==> src/jamp_pkg.sv <==
// jamp_pkg: shared widths, reset values, job record and the cordic angle table
// for the joystick angle-mode processor; used by every module of the block.
`default_nettype none
package jamp_pkg;

  localparam int AVG_DEPTH_DEF = 15;
  localparam int SAMPLE_W      = 12;
  localparam int THRESH_W      = 13;
  localparam int MAP_W         = 13;          // signed deviation / offset
  localparam int SQ_W          = 2 * MAP_W;   // squares of offsets and thresholds
  localparam int DIST_W        = SQ_W + 1;
  localparam int ANGLE_W       = 9;
  localparam int QUEUE_DEPTH   = 2;

  localparam logic [SAMPLE_W-1:0] CENTER_RST = 12'd2048;
  localparam logic [THRESH_W-1:0] WAKE_RST   = 13'd500;
  localparam logic [THRESH_W-1:0] DEAD_RST   = 13'd150;

  // register indexes on the configuration port
  localparam logic [1:0] REG_CENTER_X = 2'd0;
  localparam logic [1:0] REG_CENTER_Y = 2'd1;
  localparam logic [1:0] REG_WAKE     = 2'd2;
  localparam logic [1:0] REG_DEAD     = 2'd3;

  // result kinds
  localparam logic KIND_NOTICE = 1'b0;
  localparam logic KIND_ANGLE  = 1'b1;

  localparam int CORDIC_STEPS = 20;
  localparam int STEP_W       = 5;
  localparam int CW           = 32;           // cordic x/y in Q16
  localparam int ZW           = 26;           // angle accumulator, Q16 degrees
  localparam int FRAC         = 16;

  typedef struct packed {
    logic                    notice;
    logic                    angle;
    logic signed [MAP_W-1:0] mx;
    logic signed [MAP_W-1:0] my;
  } job_t;

  function automatic logic signed [ZW-1:0] atan_q16(input logic [STEP_W-1:0] i);
    logic signed [ZW-1:0] v;
    case (i)
      5'd0:  v = 26'sd2949120;
      5'd1:  v = 26'sd1740967;
      5'd2:  v = 26'sd919879;
      5'd3:  v = 26'sd466945;
      5'd4:  v = 26'sd234379;
      5'd5:  v = 26'sd117304;
      5'd6:  v = 26'sd58666;
      5'd7:  v = 26'sd29335;
      5'd8:  v = 26'sd14668;
      5'd9:  v = 26'sd7334;
      5'd10: v = 26'sd3667;
      5'd11: v = 26'sd1833;
      5'd12: v = 26'sd917;
      5'd13: v = 26'sd458;
      5'd14: v = 26'sd229;
      5'd15: v = 26'sd115;
      5'd16: v = 26'sd57;
      5'd17: v = 26'sd29;
      5'd18: v = 26'sd14;
      5'd19: v = 26'sd7;
      default: v = '0;
    endcase
    return v;
  endfunction

endpackage
`default_nettype wire

==> src/jamp_front.sv <==
// jamp_front: accepts samples, keeps the moving averages, forms offsets and
// squared distance, runs the mode flag and pushes jobs. Depends on jamp_pkg.
`default_nettype none
module jamp_front #(
  parameter int AVG_DEPTH = jamp_pkg::AVG_DEPTH_DEF
) (
  input  wire logic                              clk,
  input  wire logic                              rst_n,
  input  wire logic                              push,
  output logic                                   full,
  input  wire logic [jamp_pkg::SAMPLE_W-1:0]     in_sample_x,
  input  wire logic [jamp_pkg::SAMPLE_W-1:0]     in_sample_y,
  input  wire logic                              in_button_pressed,
  input  wire logic [jamp_pkg::SAMPLE_W-1:0]     center_x,
  input  wire logic [jamp_pkg::SAMPLE_W-1:0]     center_y,
  input  wire logic [jamp_pkg::THRESH_W-1:0]     wake_threshold,
  input  wire logic [jamp_pkg::THRESH_W-1:0]     dead_zone,
  input  wire logic                              q_full,
  output logic                                   job_push,
  output jamp_pkg::job_t                         job
);
  import jamp_pkg::*;

  localparam int L      = $clog2(AVG_DEPTH);
  localparam int SLOT_W = (L > 0) ? L : 1;
  localparam int SUM_W  = MAP_W + L;
  localparam int K      = SUM_W + L;
  localparam int PROD_W = 2 * SUM_W + 1;
  localparam longint RECIP_L = ((64'd1 << K) + AVG_DEPTH - 1) / AVG_DEPTH;
  localparam logic [SUM_W:0] RECIP = RECIP_L[SUM_W:0];
  localparam logic [SLOT_W-1:0] LAST_SLOT = SLOT_W'(AVG_DEPTH - 1);
  localparam logic [SUM_W-1:0] DM1 = SUM_W'(AVG_DEPTH - 1);

  typedef enum logic [2:0] {F_IDLE, F_SUM, F_DIV, F_SQ, F_DEC} fstate_t;

  fstate_t                  state_r;
  logic signed [MAP_W-1:0]  dx_r, dy_r;
  logic                     press_r;
  logic signed [MAP_W-1:0]  hist_x_r [AVG_DEPTH];
  logic signed [MAP_W-1:0]  hist_y_r [AVG_DEPTH];
  logic signed [SUM_W-1:0]  sum_x_r, sum_y_r;
  logic [SLOT_W-1:0]        slot_r;
  logic [PROD_W-1:0]        prod_x_r, prod_y_r;
  logic                     neg_x_r, neg_y_r;
  logic signed [MAP_W-1:0]  mx_r, my_r;
  logic [SQ_W-1:0]          sq_x_r, sq_y_r, sq_w_r, sq_d_r;
  logic                     auto_r;
  logic                     job_push_r;
  job_t                     job_r;

  logic signed [SUM_W-1:0]  sum_x_nxt, sum_y_nxt;
  logic [SUM_W-1:0]         ax, ay;
  logic [MAP_W-1:0]         qx, qy;
  logic signed [MAP_W-1:0]  mx_nxt, my_nxt;
  logic [DIST_W-1:0]        d2;
  logic                     notice, auto_mid, auto_nxt, ang;

  always_comb begin
    sum_x_nxt = sum_x_r - SUM_W'(hist_x_r[slot_r]) + SUM_W'(dx_r);
    sum_y_nxt = sum_y_r - SUM_W'(hist_y_r[slot_r]) + SUM_W'(dy_r);
    // floor division: negative sums are biased so the quotient rounds down
    ax = sum_x_r[SUM_W-1] ? (-sum_x_r) + DM1 : sum_x_r;
    ay = sum_y_r[SUM_W-1] ? (-sum_y_r) + DM1 : sum_y_r;
    qx = MAP_W'(prod_x_r >> K);
    qy = MAP_W'(prod_y_r >> K);
    mx_nxt = neg_x_r ? $signed(qx) : -$signed(qx);
    my_nxt = neg_y_r ? $signed(qy) : -$signed(qy);
    d2 = DIST_W'(sq_x_r) + DIST_W'(sq_y_r);
    notice   = press_r && !auto_r;
    auto_mid = auto_r || notice;
    auto_nxt = auto_mid && !(d2 > DIST_W'(sq_w_r));
    ang      = !auto_nxt && (d2 > DIST_W'(sq_d_r));
  end

  always_ff @(posedge clk) begin
    if (!rst_n) begin
      state_r    <= F_IDLE;
      sum_x_r    <= '0;
      sum_y_r    <= '0;
      slot_r     <= '0;
      auto_r     <= 1'b1;
      job_push_r <= 1'b0;
      for (int i = 0; i < AVG_DEPTH; i++) begin
        hist_x_r[i] <= '0;
        hist_y_r[i] <= '0;
      end
    end else begin
      job_push_r <= (state_r == F_DEC) && !q_full && (notice || ang);
      case (state_r)
        F_IDLE: begin
          if (push) begin
            dx_r    <= $signed({1'b0, in_sample_x}) - $signed({1'b0, center_x});
            dy_r    <= $signed({1'b0, in_sample_y}) - $signed({1'b0, center_y});
            press_r <= in_button_pressed;
            state_r <= F_SUM;
          end
        end
        F_SUM: begin
          sum_x_r <= sum_x_nxt;
          sum_y_r <= sum_y_nxt;
          hist_x_r[slot_r] <= dx_r;
          hist_y_r[slot_r] <= dy_r;
          slot_r  <= (slot_r == LAST_SLOT) ? '0 : slot_r + 1'b1;
          state_r <= F_DIV;
        end
        F_DIV: begin
          prod_x_r <= PROD_W'(ax) * PROD_W'(RECIP);
          prod_y_r <= PROD_W'(ay) * PROD_W'(RECIP);
          neg_x_r  <= sum_x_r[SUM_W-1];
          neg_y_r  <= sum_y_r[SUM_W-1];
          state_r  <= F_SQ;
        end
        F_SQ: begin
          mx_r   <= mx_nxt;
          my_r   <= my_nxt;
          sq_x_r <= SQ_W'(mx_nxt * mx_nxt);
          sq_y_r <= SQ_W'(my_nxt * my_nxt);
          sq_w_r <= SQ_W'(wake_threshold) * SQ_W'(wake_threshold);
          sq_d_r <= SQ_W'(dead_zone) * SQ_W'(dead_zone);
          state_r <= F_DEC;
        end
        F_DEC: begin
          if (!q_full) begin
            auto_r       <= auto_nxt;
            job_r.notice <= notice;
            job_r.angle  <= ang;
            job_r.mx     <= mx_r;
            job_r.my     <= my_r;
            state_r      <= F_IDLE;
          end
        end
        default: state_r <= F_IDLE;
      endcase
    end
  end

  assign full     = (state_r != F_IDLE);
  assign job_push = job_push_r;
  assign job      = job_r;

endmodule
`default_nettype wire

==> src/jamp_queue.sv <==
// jamp_queue: short job queue between the front and the back parts.
// Depends on jamp_pkg for the job record and depth.
`default_nettype none
module jamp_queue (
  input  wire logic      clk,
  input  wire logic      rst_n,
  input  wire logic      wr,
  input  jamp_pkg::job_t wdata,
  output logic           q_full,
  input  wire logic      rd,
  output logic           q_valid,
  output jamp_pkg::job_t rdata
);
  import jamp_pkg::*;

  localparam int PW = $clog2(QUEUE_DEPTH);

  job_t          mem_r [QUEUE_DEPTH];
  logic [PW-1:0] wp_r, rp_r;
  logic [PW:0]   cnt_r;
  logic          do_wr, do_rd;

  assign q_full  = (cnt_r == (PW+1)'(QUEUE_DEPTH));
  assign q_valid = (cnt_r != '0);
  assign rdata   = mem_r[rp_r];
  assign do_wr   = wr && !q_full;
  assign do_rd   = rd && q_valid;

  always_ff @(posedge clk) begin
    if (do_wr) mem_r[wp_r] <= wdata;
    if (!rst_n) begin
      wp_r  <= '0;
      rp_r  <= '0;
      cnt_r <= '0;
    end else begin
      if (do_wr) wp_r <= wp_r + 1'b1;
      if (do_rd) rp_r <= rp_r + 1'b1;
      cnt_r <= cnt_r + (PW+1)'(do_wr) - (PW+1)'(do_rd);
    end
  end

endmodule
`default_nettype wire

==> src/jamp_back.sv <==
// jamp_back: takes jobs, emits auto notice and servo angle through a one-word
// output register; non-special angles use an iterative cordic. Uses jamp_pkg.
`default_nettype none
module jamp_back (
  input  wire logic                         clk,
  input  wire logic                         rst_n,
  input  wire logic                         q_valid,
  input  jamp_pkg::job_t                    qdata,
  output logic                              q_rd,
  output logic                              empty,
  input  wire logic                         pop,
  output logic                              out_kind,
  output logic [jamp_pkg::ANGLE_W-1:0]      out_angle,
  output logic                              out_last
);
  import jamp_pkg::*;

  typedef enum logic [2:0] {B_IDLE, B_NOTE, B_SETUP, B_CORD, B_FIN, B_ANG} bstate_t;

  localparam logic signed [ZW-1:0] Z90  = ZW'(90 <<< FRAC);
  localparam logic signed [ZW-1:0] Z180 = ZW'(180 <<< FRAC);
  localparam logic [ANGLE_W-1:0]   A0   = 9'd0;
  localparam logic [ANGLE_W-1:0]   A45  = 9'd45;
  localparam logic [ANGLE_W-1:0]   A90  = 9'd90;
  localparam logic [ANGLE_W-1:0]   A135 = 9'd135;
  localparam logic [ANGLE_W-1:0]   A180 = 9'd180;
  localparam logic [ANGLE_W-1:0]   A270 = 9'd270;
  localparam logic [STEP_W-1:0]    LAST_STEP = STEP_W'(CORDIC_STEPS - 1);

  bstate_t                state_r;
  job_t                   job_r;
  logic signed [CW-1:0]   x_r, y_r;
  logic signed [ZW-1:0]   z_r;
  logic [STEP_W-1:0]      i_r;
  logic [ANGLE_W-1:0]     ang_r;
  logic                   ov_r, kind_r, last_r;
  logic [ANGLE_W-1:0]     oang_r;
  logic                   slot_free;
  logic                   load_out;

  logic signed [CW-1:0]   xs, ys, mxq, myq;
  logic signed [ZW-1:0]   zc;
  logic [ANGLE_W-1:0]     deg;
  logic                   special;
  logic [ANGLE_W-1:0]     sp_ang;

  assign slot_free = !ov_r || pop;
  assign load_out  = slot_free &&
                     (((state_r == B_NOTE) && job_r.notice) || (state_r == B_ANG));

  always_comb begin
    xs  = x_r >>> i_r;
    ys  = y_r >>> i_r;
    mxq = CW'(job_r.mx) <<< FRAC;
    myq = CW'(job_r.my) <<< FRAC;
    if (z_r < 0)          zc = '0;
    else if (z_r >= Z180) zc = Z180 - 1'b1;
    else                  zc = z_r;
    deg = ANGLE_W'(zc >>> FRAC);
    special = 1'b1;
    sp_ang  = A0;
    if (job_r.my < 0) begin
      if (job_r.mx > 0)      sp_ang = A180;
      else if (job_r.mx < 0) sp_ang = A0;
      else                   sp_ang = A270;
    end else if (job_r.my == 0) begin
      sp_ang = (job_r.mx > 0) ? A180 : A0;
    end else if (job_r.mx == 0) begin
      sp_ang = A90;
    end else if (job_r.mx == job_r.my) begin
      sp_ang = A135;
    end else if (job_r.mx == -job_r.my) begin
      sp_ang = A45;
    end else begin
      special = 1'b0;
    end
  end

  always_ff @(posedge clk) begin
    if (!rst_n) begin
      state_r <= B_IDLE;
      ov_r    <= 1'b0;
    end else begin
      ov_r <= load_out || (ov_r && !pop);
      case (state_r)
        B_IDLE: begin
          if (q_valid) begin
            job_r   <= qdata;
            state_r <= B_NOTE;
          end
        end
        B_NOTE: begin
          if (!job_r.notice) begin
            state_r <= B_SETUP;
          end else if (slot_free) begin
            kind_r  <= KIND_NOTICE;
            oang_r  <= A0;
            last_r  <= !job_r.angle;
            state_r <= B_SETUP;
          end
        end
        B_SETUP: begin
          if (!job_r.angle) begin
            state_r <= B_IDLE;
          end else if (special) begin
            ang_r   <= sp_ang;
            state_r <= B_ANG;
          end else begin
            // rotate into the right half plane first for negative x
            if (job_r.mx >= 0) begin
              x_r <= mxq;
              y_r <= myq;
              z_r <= '0;
            end else begin
              x_r <= myq;
              y_r <= -mxq;
              z_r <= Z90;
            end
            i_r     <= '0;
            state_r <= B_CORD;
          end
        end
        B_CORD: begin
          if (y_r > 0) begin
            x_r <= x_r + ys;
            y_r <= y_r - xs;
            z_r <= z_r + atan_q16(i_r);
          end else if (y_r < 0) begin
            x_r <= x_r - ys;
            y_r <= y_r + xs;
            z_r <= z_r - atan_q16(i_r);
          end
          i_r <= i_r + 1'b1;
          if (i_r == LAST_STEP) state_r <= B_FIN;
        end
        B_FIN: begin
          ang_r   <= A180 - deg;
          state_r <= B_ANG;
        end
        B_ANG: begin
          if (slot_free) begin
            kind_r  <= KIND_ANGLE;
            oang_r  <= ang_r;
            last_r  <= 1'b1;
            state_r <= B_IDLE;
          end
        end
        default: state_r <= B_IDLE;
      endcase
    end
  end

  assign q_rd      = (state_r == B_IDLE) && q_valid;
  assign empty     = !ov_r;
  assign out_kind  = kind_r;
  assign out_angle = oang_r;
  assign out_last  = last_r;

endmodule
`default_nettype wire

==> src/joystick_angle_mode_processor_core.sv <==
// Top level of the joystick angle-mode processor: configuration registers,
// front, job queue and back. Depends on jamp_pkg and the jamp_* modules.
//
// An accepted word is taken by the front part through capture, running-sum
// update, reciprocal multiply, squaring and mode decision; full stays high
// until then, and the mode decision waits while the two-entry job queue is
// full. The back part computes an angle that needs the cordic with one
// micro-rotation per cycle over 20 steps; notices and the directions that are
// resolved without it skip the cordic. Results wait in a one-word output
// register until popped. The averaging history is cleared at reset.
`default_nettype none
module joystick_angle_mode_processor_core #(
  parameter int AVG_DEPTH = jamp_pkg::AVG_DEPTH_DEF
) (
  input  wire logic                           clk,
  input  wire logic                           rst_n,
  input  wire logic                           push,
  output logic                                full,
  input  wire logic [jamp_pkg::SAMPLE_W-1:0]  in_sample_x,
  input  wire logic [jamp_pkg::SAMPLE_W-1:0]  in_sample_y,
  input  wire logic                           in_button_pressed,
  output logic                                empty,
  input  wire logic                           pop,
  output logic                                out_kind,
  output logic [jamp_pkg::ANGLE_W-1:0]        out_angle,
  output logic                                out_last,
  input  wire logic                           psel,
  input  wire logic                           penable,
  input  wire logic                           pwrite,
  input  wire logic [3:0]                     paddr,
  input  wire logic [31:0]                    pwdata,
  output logic [31:0]                         prdata,
  output logic                                pready
);
  import jamp_pkg::*;

  logic [SAMPLE_W-1:0] center_x_r, center_y_r;
  logic [THRESH_W-1:0] wake_r, dead_r;
  logic                cfg_we;
  logic                q_full, q_valid, q_rd, job_push;
  job_t                job_w, job_q;

  assign pready = 1'b1;
  assign cfg_we = psel && penable && pwrite;

  always_ff @(posedge clk) begin
    if (!rst_n) begin
      center_x_r <= CENTER_RST;
      center_y_r <= CENTER_RST;
      wake_r     <= WAKE_RST;
      dead_r     <= DEAD_RST;
    end else if (cfg_we) begin
      case (paddr[3:2])
        REG_CENTER_X: center_x_r <= pwdata[SAMPLE_W-1:0];
        REG_CENTER_Y: center_y_r <= pwdata[SAMPLE_W-1:0];
        REG_WAKE:     wake_r     <= pwdata[THRESH_W-1:0];
        REG_DEAD:     dead_r     <= pwdata[THRESH_W-1:0];
        default: ;
      endcase
    end
  end

  always_comb begin
    case (paddr[3:2])
      REG_CENTER_X: prdata = 32'(center_x_r);
      REG_CENTER_Y: prdata = 32'(center_y_r);
      REG_WAKE:     prdata = 32'(wake_r);
      REG_DEAD:     prdata = 32'(dead_r);
      default:      prdata = '0;
    endcase
  end

  jamp_front #(.AVG_DEPTH(AVG_DEPTH)) u_front (
    .clk, .rst_n, .push, .full,
    .in_sample_x, .in_sample_y, .in_button_pressed,
    .center_x(center_x_r), .center_y(center_y_r),
    .wake_threshold(wake_r), .dead_zone(dead_r),
    .q_full, .job_push, .job(job_w)
  );

  jamp_queue u_queue (
    .clk, .rst_n, .wr(job_push), .wdata(job_w), .q_full,
    .rd(q_rd), .q_valid, .rdata(job_q)
  );

  jamp_back u_back (
    .clk, .rst_n, .q_valid, .qdata(job_q), .q_rd,
    .empty, .pop, .out_kind, .out_angle, .out_last
  );

endmodule
`default_nettype wire

==> config.mk <==
export PLATFORM = sky130hd
export DESIGN_NAME = joystick_angle_mode_processor_core
export DESIGN_NICKNAME = d
export VERILOG_FILES = /design/src/jamp_pkg.sv /design/src/jamp_front.sv /design/src/jamp_queue.sv /design/src/jamp_back.sv /design/src/joystick_angle_mode_processor_core.sv
export SDC_FILE = /design/constraint.sdc
export NUM_CORES = 2
export LEC_CHECK = 0
export BUFFER_PORTS_ARGS = -buffer_cell sky130_fd_sc_hd__buf_2
export CORE_MARGIN = 2
export CORE_UTILIZATION = 30
export CTS_CLUSTER_SIZE = 12
export DETAILED_ROUTE_END_ITERATION = 16
export GPL_ROUTABILITY_DRIVEN = 0
export GPL_TIMING_DRIVEN = 0
export PLACE_DENSITY = 0.47
export SETUP_SLACK_MARGIN = 0.3
export SYNTH_ARGS = -nofsm -noshare
export SYNTH_HDL_FRONTEND = slang
export SYNTH_SLANG_ARGS = --single-unit
==> constraint.sdc <==
create_clock -name clk -period 7.89 [get_ports clk]
set_clock_uncertainty 0.05 [all_clocks]
set_input_delay 1.578 -clock clk [delete_from_list [all_inputs] [get_ports clk]]
set_output_delay 1.578 -clock clk [all_outputs]
set_load 0.01 [all_outputs]
-- Word level (Yosys, flattened, before mapping)
Memories as Yosys holds them, arrays and structs flattened. A register that Yosys moved wholly into a read port is not among the register bits.
Cells that the tools add are included.
- memories kept: 5
- bits in registers: 471
- memory bits (writable): 446
- ROM bits: 1408
- memory list (memory ; depth ; bits a word ; read ports ; clocked after Yosys merged registers in ; wr ports ; line ; RTL):
    (name not given) ; 32 ; 22 ; 1 ; 1 ; 0 ; jamp_pkg.sv:44 ; case (i)
    (name not given) ; 32 ; 22 ; 1 ; 1 ; 0 ; jamp_pkg.sv:44 ;
    u_front.hist_x_r ; 15 ; 13 ; 1 ; 1 ; 15 ; jamp_front.sv:39 ; logic signed [MAP_W-1:0] hist_x_r [AVG_DEPTH];
    u_front.hist_y_r ; 15 ; 13 ; 1 ; 1 ; 15 ; jamp_front.sv:40 ; logic signed [MAP_W-1:0] hist_y_r [AVG_DEPTH];
    u_queue.mem_r ; 2 ; 28 ; 1 ; 1 ; 1 ; jamp_queue.sv:18 ; job_t mem_r [QUEUE_DEPTH];
- add/subtract/negate cells: 28
- reductions and logical operators: 53
- magnitude comparators: 10
- mux-type cells: 92
- eq/ne operators: 29
- multiply operators: 6
- bitwise gates (word level): 1
- shift operators: 2
- operators with widths (cell ; number):
    32-bit 2-to-1 mux ; 10
    26-bit 2-to-1 mux ; 11
    32-bit case mux with 2 select lines ; 2
    32-bit case mux with 4 select lines ; 1
    13-bit by 13-bit multiplier with 26-bit output ; 4
    9-bit 2-to-1 mux ; 11
    17-bit by 18-bit multiplier with 34-bit output, second input constant ; 2
    32-bit adder ; 2
    32-bit zero test ; 2
    32-bit by 5-bit >>> shifter with 32-bit output ; 2
    32-bit subtractor ; 2
    27-bit by 26-bit > comparator with 1-bit output ; 2
    13-bit 2-to-1 mux ; 4
    26-bit case mux with 2 select lines ; 1
    25-bit 2-to-1 mux ; 2
    13-bit negation ; 3
    9-bit case mux with 2 select lines ; 2
    17-bit by 13-bit adder with 17-bit output ; 2
    17-bit by 4-bit adder with 17-bit output, second input constant ; 2
    17-bit 2-to-1 mux ; 2
    17-bit negation ; 2
    17-bit by 13-bit subtractor with 17-bit output ; 2
    32-bit by 1-bit > comparator with 1-bit output, second input constant ; 1
    32-bit by 1-bit less-than comparator with 1-bit output, second input constant ; 1
    52 further kinds ; 146

-- Logic depth before layout (Yosys ltp)
- depth in word-level cells: 11
- gate-level depth with buffers: 31

-- Hierarchy
Synthesis repeated with hierarchy kept, for this count alone.
- cell total of the unflattened synthesis: 7820
- area total of the unflattened synthesis: 82212.6 um2
- by module, submodules not included (module ; area each (um2) ; times used ; cells each):
    jamp_front ; 58942.8 ; 1 ; 5317
    jamp_back ; 18514.0 ; 1 ; 2159
    joystick_angle_mode_processor_core ; 2396.0 ; 1 ; 230
    jamp_queue ; 2359.8 ; 1 ; 114

-- Least setup slack after synthesis
OpenSTA, ideal clock, no wires.
- kind: register to register
- start: register u_front.prod_x_r[21]
- end: register u_front.sq_x_r[24] (data pin)
- required time: 7.574 ns
- period minus slack after synthesis: 7.230 ns
- path slack: 0.660 ns
- arrival: 6.914 ns
- cell stages (with the launch flop): 26
- cell sequence: edfxtp_1 > clkbuf_1 > clkinv_1 > ha_1 > a31oi_1 > xor2_1 > inv_1 > nor2_1 > fa_1 > fa_1 > fa_1 > inv_1 > fa_1 > fa_1 > inv_1 > ha_1 > ha_1 > inv_1 > o21bai_1 > a2111oi_0 > o31a_1 > a2111oi_0 > o21a_1 > o21a_1 > o41ai_1 > xnor2_1
- cells in the longest elaborated chain, start to end: 3
- RTL lines (element ; line ; RTL):
    start: declaration ; jamp_front.sv:43 ; logic [PROD_W-1:0] prod_x_r, prod_y_r;
    start signal: assignment ; jamp_front.sv:107 ; prod_x_r <= PROD_W'(ax) * PROD_W'(RECIP);
    13-bit negation ; jamp_front.sv:66 ; mx_nxt = neg_x_r ? $signed(qx) : -$signed(qx);
    13-bit 2-to-1 mux ; jamp_front.sv:66 ;
    via u_front.mx_nxt[6] ; jamp_front.sv:54 ; logic signed [MAP_W-1:0] mx_nxt, my_nxt;
    13-bit by 13-bit multiplier with 26-bit output ; jamp_front.sv:116 ; sq_x_r <= SQ_W'(mx_nxt * mx_nxt);
    end signal: assignment ; jamp_front.sv:116 ;
    end: declaration ; jamp_front.sv:46 ; logic [SQ_W-1:0] sq_x_r, sq_y_r, sq_w_r, sq_d_r;
The timed path passes the listed nets, and every way through them passes these cells.
A chain may end at the register's enable or synchronous reset.

-- Worst setup path in the final report
- start: register u_front.prod_x_r[21]
- end: register u_front.sq_x_r[24] (data pin)
- cells in the longest elaborated chain, start to end: 3
- RTL lines (element ; line):
    13-bit negation ; jamp_front.sv:66
    13-bit 2-to-1 mux * ; jamp_front.sv:66
    13-bit by 13-bit multiplier with 26-bit output * ; jamp_front.sv:116
Mark *: on every way between the ends. The rest lies on a longest branch, timed or not.

==> results.md <==
- Status: complete, no violations
- Htree depth: 3
- TritonCTS Sinks: 949
- Largest area contributor in the netlist: edfxtp_1
- Setup violations, final: 0
- Hold path start: u_front.my_r[5]
- Synth Area in Adders: 0.260
- WHS Path Cells: 0
- Worst R2R Start: u_front.prod_x_r[21]
- Mux share of post-synthesis cell area: 0.0753
- Comb power frac: 0.695
- Static Leak: between 30 and 40 nW
- Via count: 58,849
- Critical Path Source Type: flop
- Clock Latency Late Sink: about 800 ps
- Net Sw Power: approximately 0.019 W
- First-pass GRT wire length: 377 mm
- Synth warnings: 0
- Cell Area, Synth: between 80,000 and 90,000 um2
- Die Area: 274,000 um2
- Worst slew pin tran: 1450 ps
- TritonCTS clock tree: yes
- DR WL/cell: 21.2 um
- GRT Total Usage: 0.179
- Slew headroom: 0.0316
- Syn_area_per_cell: 10.6 um2
- DRT Wirelength: between 200 and 250 mm
- Initial DRC count: approximately 4,600
- Core ar.: ~270,000 um2
- Critical path capture point type: flop
- Root buffer cell: clkbuf_16
- Synth top area cells: edfxtp_1 30%, fa_1 15%, ha_1 11%, mux4_2 5.2%, inv_1 4.9%
- Residual DRC count: 0
- Fmax: 0.134 GHz
- Top_reg_cell synth: edfxtp_1
- Critical Path AT: around 8000 ps
- Global route overflow: 0
- Vias in the first global route: approximately 61,000
- Share of post-route cells with drive strength above 1: 0.101
- Initial core utilization: 0.302
- Largest family of logic cells by synthesized area: adder cells
- Post-synth top area share: 0.305
- Die W: 524 um
- Via-to-Cell Ratio: slightly above 5
- Slew Limit Fails: 0
- Pin count of the biggest net entering global routing: just over 60
- Rows: 190
- CTS clk-pin slew, worst paths: about 60 ps
- Max-Cap Viols: 0
- Fin area: roughly 90,000 um2
- Synthesized flop and latch total: about 950
- Switching fraction of total power: 0.466
- PortBufs: 71
- Post-route clock period utilization: 0.943
- Placed Area: ~87,000 um2
- CTS max path bufs: 3
- Worst Path Max Fanout: 10
- Worst setup path class: reg2reg
- Peak supply drop: a little over 0.8 mV
- Top Metal Used: met4
- Pwr Density: 443 nW/um2
- Post-synth EDFFs: ~800
- # IOs: ~110
- Post-DP HPWL: 194 mm
- Synth async-reset ratio: 0
- Met3 Wirelength: about 13 mm
- CP required: just over 8000 ps
- Commonest non-fill, non-tap cell in the layout: inv_1
- Drt first pass iters: 6
- Final min period: 7440 ps
- Worst hold path type: reg2reg
- Final ANT Viol Nets: 0
- Mapped Cells: 7,638
- Clock share of power: 0.129
- Internal power: approximately 0.022 W
- Hold_ws: between 300 and 400 ps
- Power share of the sequential group: 0.176
- Worst Reg2Reg Path Length in Cells: 27
- Synth unique cells: 95
- R2R Path End: u_front.sq_x_r[24]
- FILL cells: 27,158
- Simple-gate share of the synthesized area: 0.128
- Total CTS buffers: between 100 and 150
- Nets@finish: between 9,000 and 10,000
- Die height: 524 um
- Most frequent cells in the layout: 1,054 x inv_1, 822 x edfxtp_1, 742 x ha_1
- Initial antenna violation count: 1
- Area Growth Syn to Fin: 13.2%
- Final Hold Vio Count: 0
- Sequential-to-total area share from yosys stat: 0.336
- Routed wl met2: 114 mm
- Met1 WL: between 100 and 150 mm
- Hold endpoint: u_front.job[5]
- Flop-to-flop setup slack: ~450 ps
- Complex-gate fraction of the synthesized area: 0.0877
- Xor-xnor portion of the synthesized cell area: 0.0441
- Unrepaired setup endpoints after global routing: true
## power groups by stage
stage / clock network, W / registers [W] / logic (W)
floorplan: 0 / 0.00718 / 0.0196
global placement: 0 / 0.00727 / 0.0265
detailed placement: 0 / 0.00726 / 0.0266
CTS: 0.00537 / 0.00716 / 0.0277
global route: 0.00556 / 0.00718 / 0.0323
finish: 0.00525 / 0.00716 / 0.0282
## metal layers
layer  vias up  track usage
li1      27300            -
met1     29377        0.243
met2      1766        0.292
met3       406       0.0219
met4         0       0.0637
met5         -            0
## sequential cells by signal, indices dropped and copies added (netlist names), 26 cells and up, named ones only
signal and cells:
u_queue.mem_r 56, u_back.z_r 26, u_front.hist_y_r 208, u_back.x_r 32, u_back.job_r 28, u_front.hist_x_r 208, u_back.y_r 32, u_front.job 28
## kinds of logic (layout without fill, tap and decap cells)
kind of cell,Yosys count,count (layout)
AO/OA/AOI/OAI,1081,1081
XOR/XNOR,406,406
adder cells (fa/ha/maj),1332,1332
buffers and inverters,1436,1790
flip-flops,949,949
multiplexers,341,341
other,2,25
AND/OR/NAND/NOR,2091,2091
## per-stage QoR
stage | setup WS (ps) | util | cells | total power (W) | TNS, ps
3_5_place_dp | -1380 | 0.323 | 11308 | 0.0338 | -25440
6_report | 448 | 0.342 | 11567 | 0.0406 | 0
3_3_place_gp | -3030 | 0.320 | 11281 | 0.0338 | -535960
2_1_floorplan | 660 | - | 7658 | 0.0268 | 0
4_1_cts | 177 | 0.340 | 11537 | 0.0402 | 0
5_1_grt | 125 | 0.342 | 11565 | 0.0451 | 0
## synthesized netlist by cell type (78+ instances only)
cell      count
edfxtp_1    822
clkbuf_1    283
and2_1      205
dfxtp_1     127
nand2_1     538
nor2_1      422
nor4_1      182
nor3_1      312
o21ai_0     232
xor2_1      142
a21oi_1     255
fa_1        588
a21o_1       88
mux2i_1      82
xnor2_1     263
nand3_1      78
ha_1        744
inv_1      1062
mux4_2      187
## what timing repair did
action                                 4_1_cts  5_1_grt
resized for setup                           93      105
endpoints found under the hold margin        0        0
setup endpoints to repair                   50       46
cloned                                       0        0
hold buffers                                 0        0
setup buffers                               22       26
pin swaps                                   13       24
## critical path: stages (launching register included)
cell and delay (ps):
edfxtp_1 380, clkbuf_4 230, inv_4 150, ha_2 240
nor3b_4 290, a31oi_1 190, xor2_2 210, buf_4 180
inv_1 100, clkbuf_2 290, nor2_1 110, fa_1 520
inv_1 50, fa_1 470, inv_1 50, fa_1 450
fa_1 510, fa_1 440, ha_1 300, ha_1 320
o21a_1 200, o21a_1 200, nor3_1 290, a2111oi_4 100
o21a_1 200, o21a_1 210, o41ai_4 270, xnor2_2 150
## final cells by class
| class | count | area, um2 | share of cell area |
|---|---|---|---|
| diodes | 3 | 7.51 | 0.0000819 |
| well taps | 3552 | 4440 | 0.0485 |
| flip-flops and latches | 949 | 27200 | 0.297 |
| multi-input cells | 5273 | 49300 | 0.538 |
| plain buffers | 363 | 1580 | 0.0172 |
| clock buffers | 145 | 3060 | 0.0333 |
| repair buffers | 147 | 1410 | 0.0154 |
| inverters | 1073 | 4070 | 0.0444 |
| clock inverters | 62 | 607 | 0.00662 |
## worst max-delay path by stage
stage / start / end / slack [ps] / depth (start not counted)
floorplan: u_front.prod_x_r[21] / u_front.sq_x_r[24] / 660 / 25
global placement: u_back.job_r[0] / u_back.x_r[9] / -3030 / 10
detailed placement: u_front.prod_x_r[21] / u_front.sq_x_r[24] / -1380 / 25
finish: u_front.prod_x_r[21] / u_front.sq_x_r[24] / 450 / 27
CTS: u_front.prod_x_r[21] / u_front.sq_x_r[24] / 180 / 27
global route: u_front.prod_x_r[23] / u_front.sq_x_r[24] / 120 / 25
(Power assumes the default switching activity.)
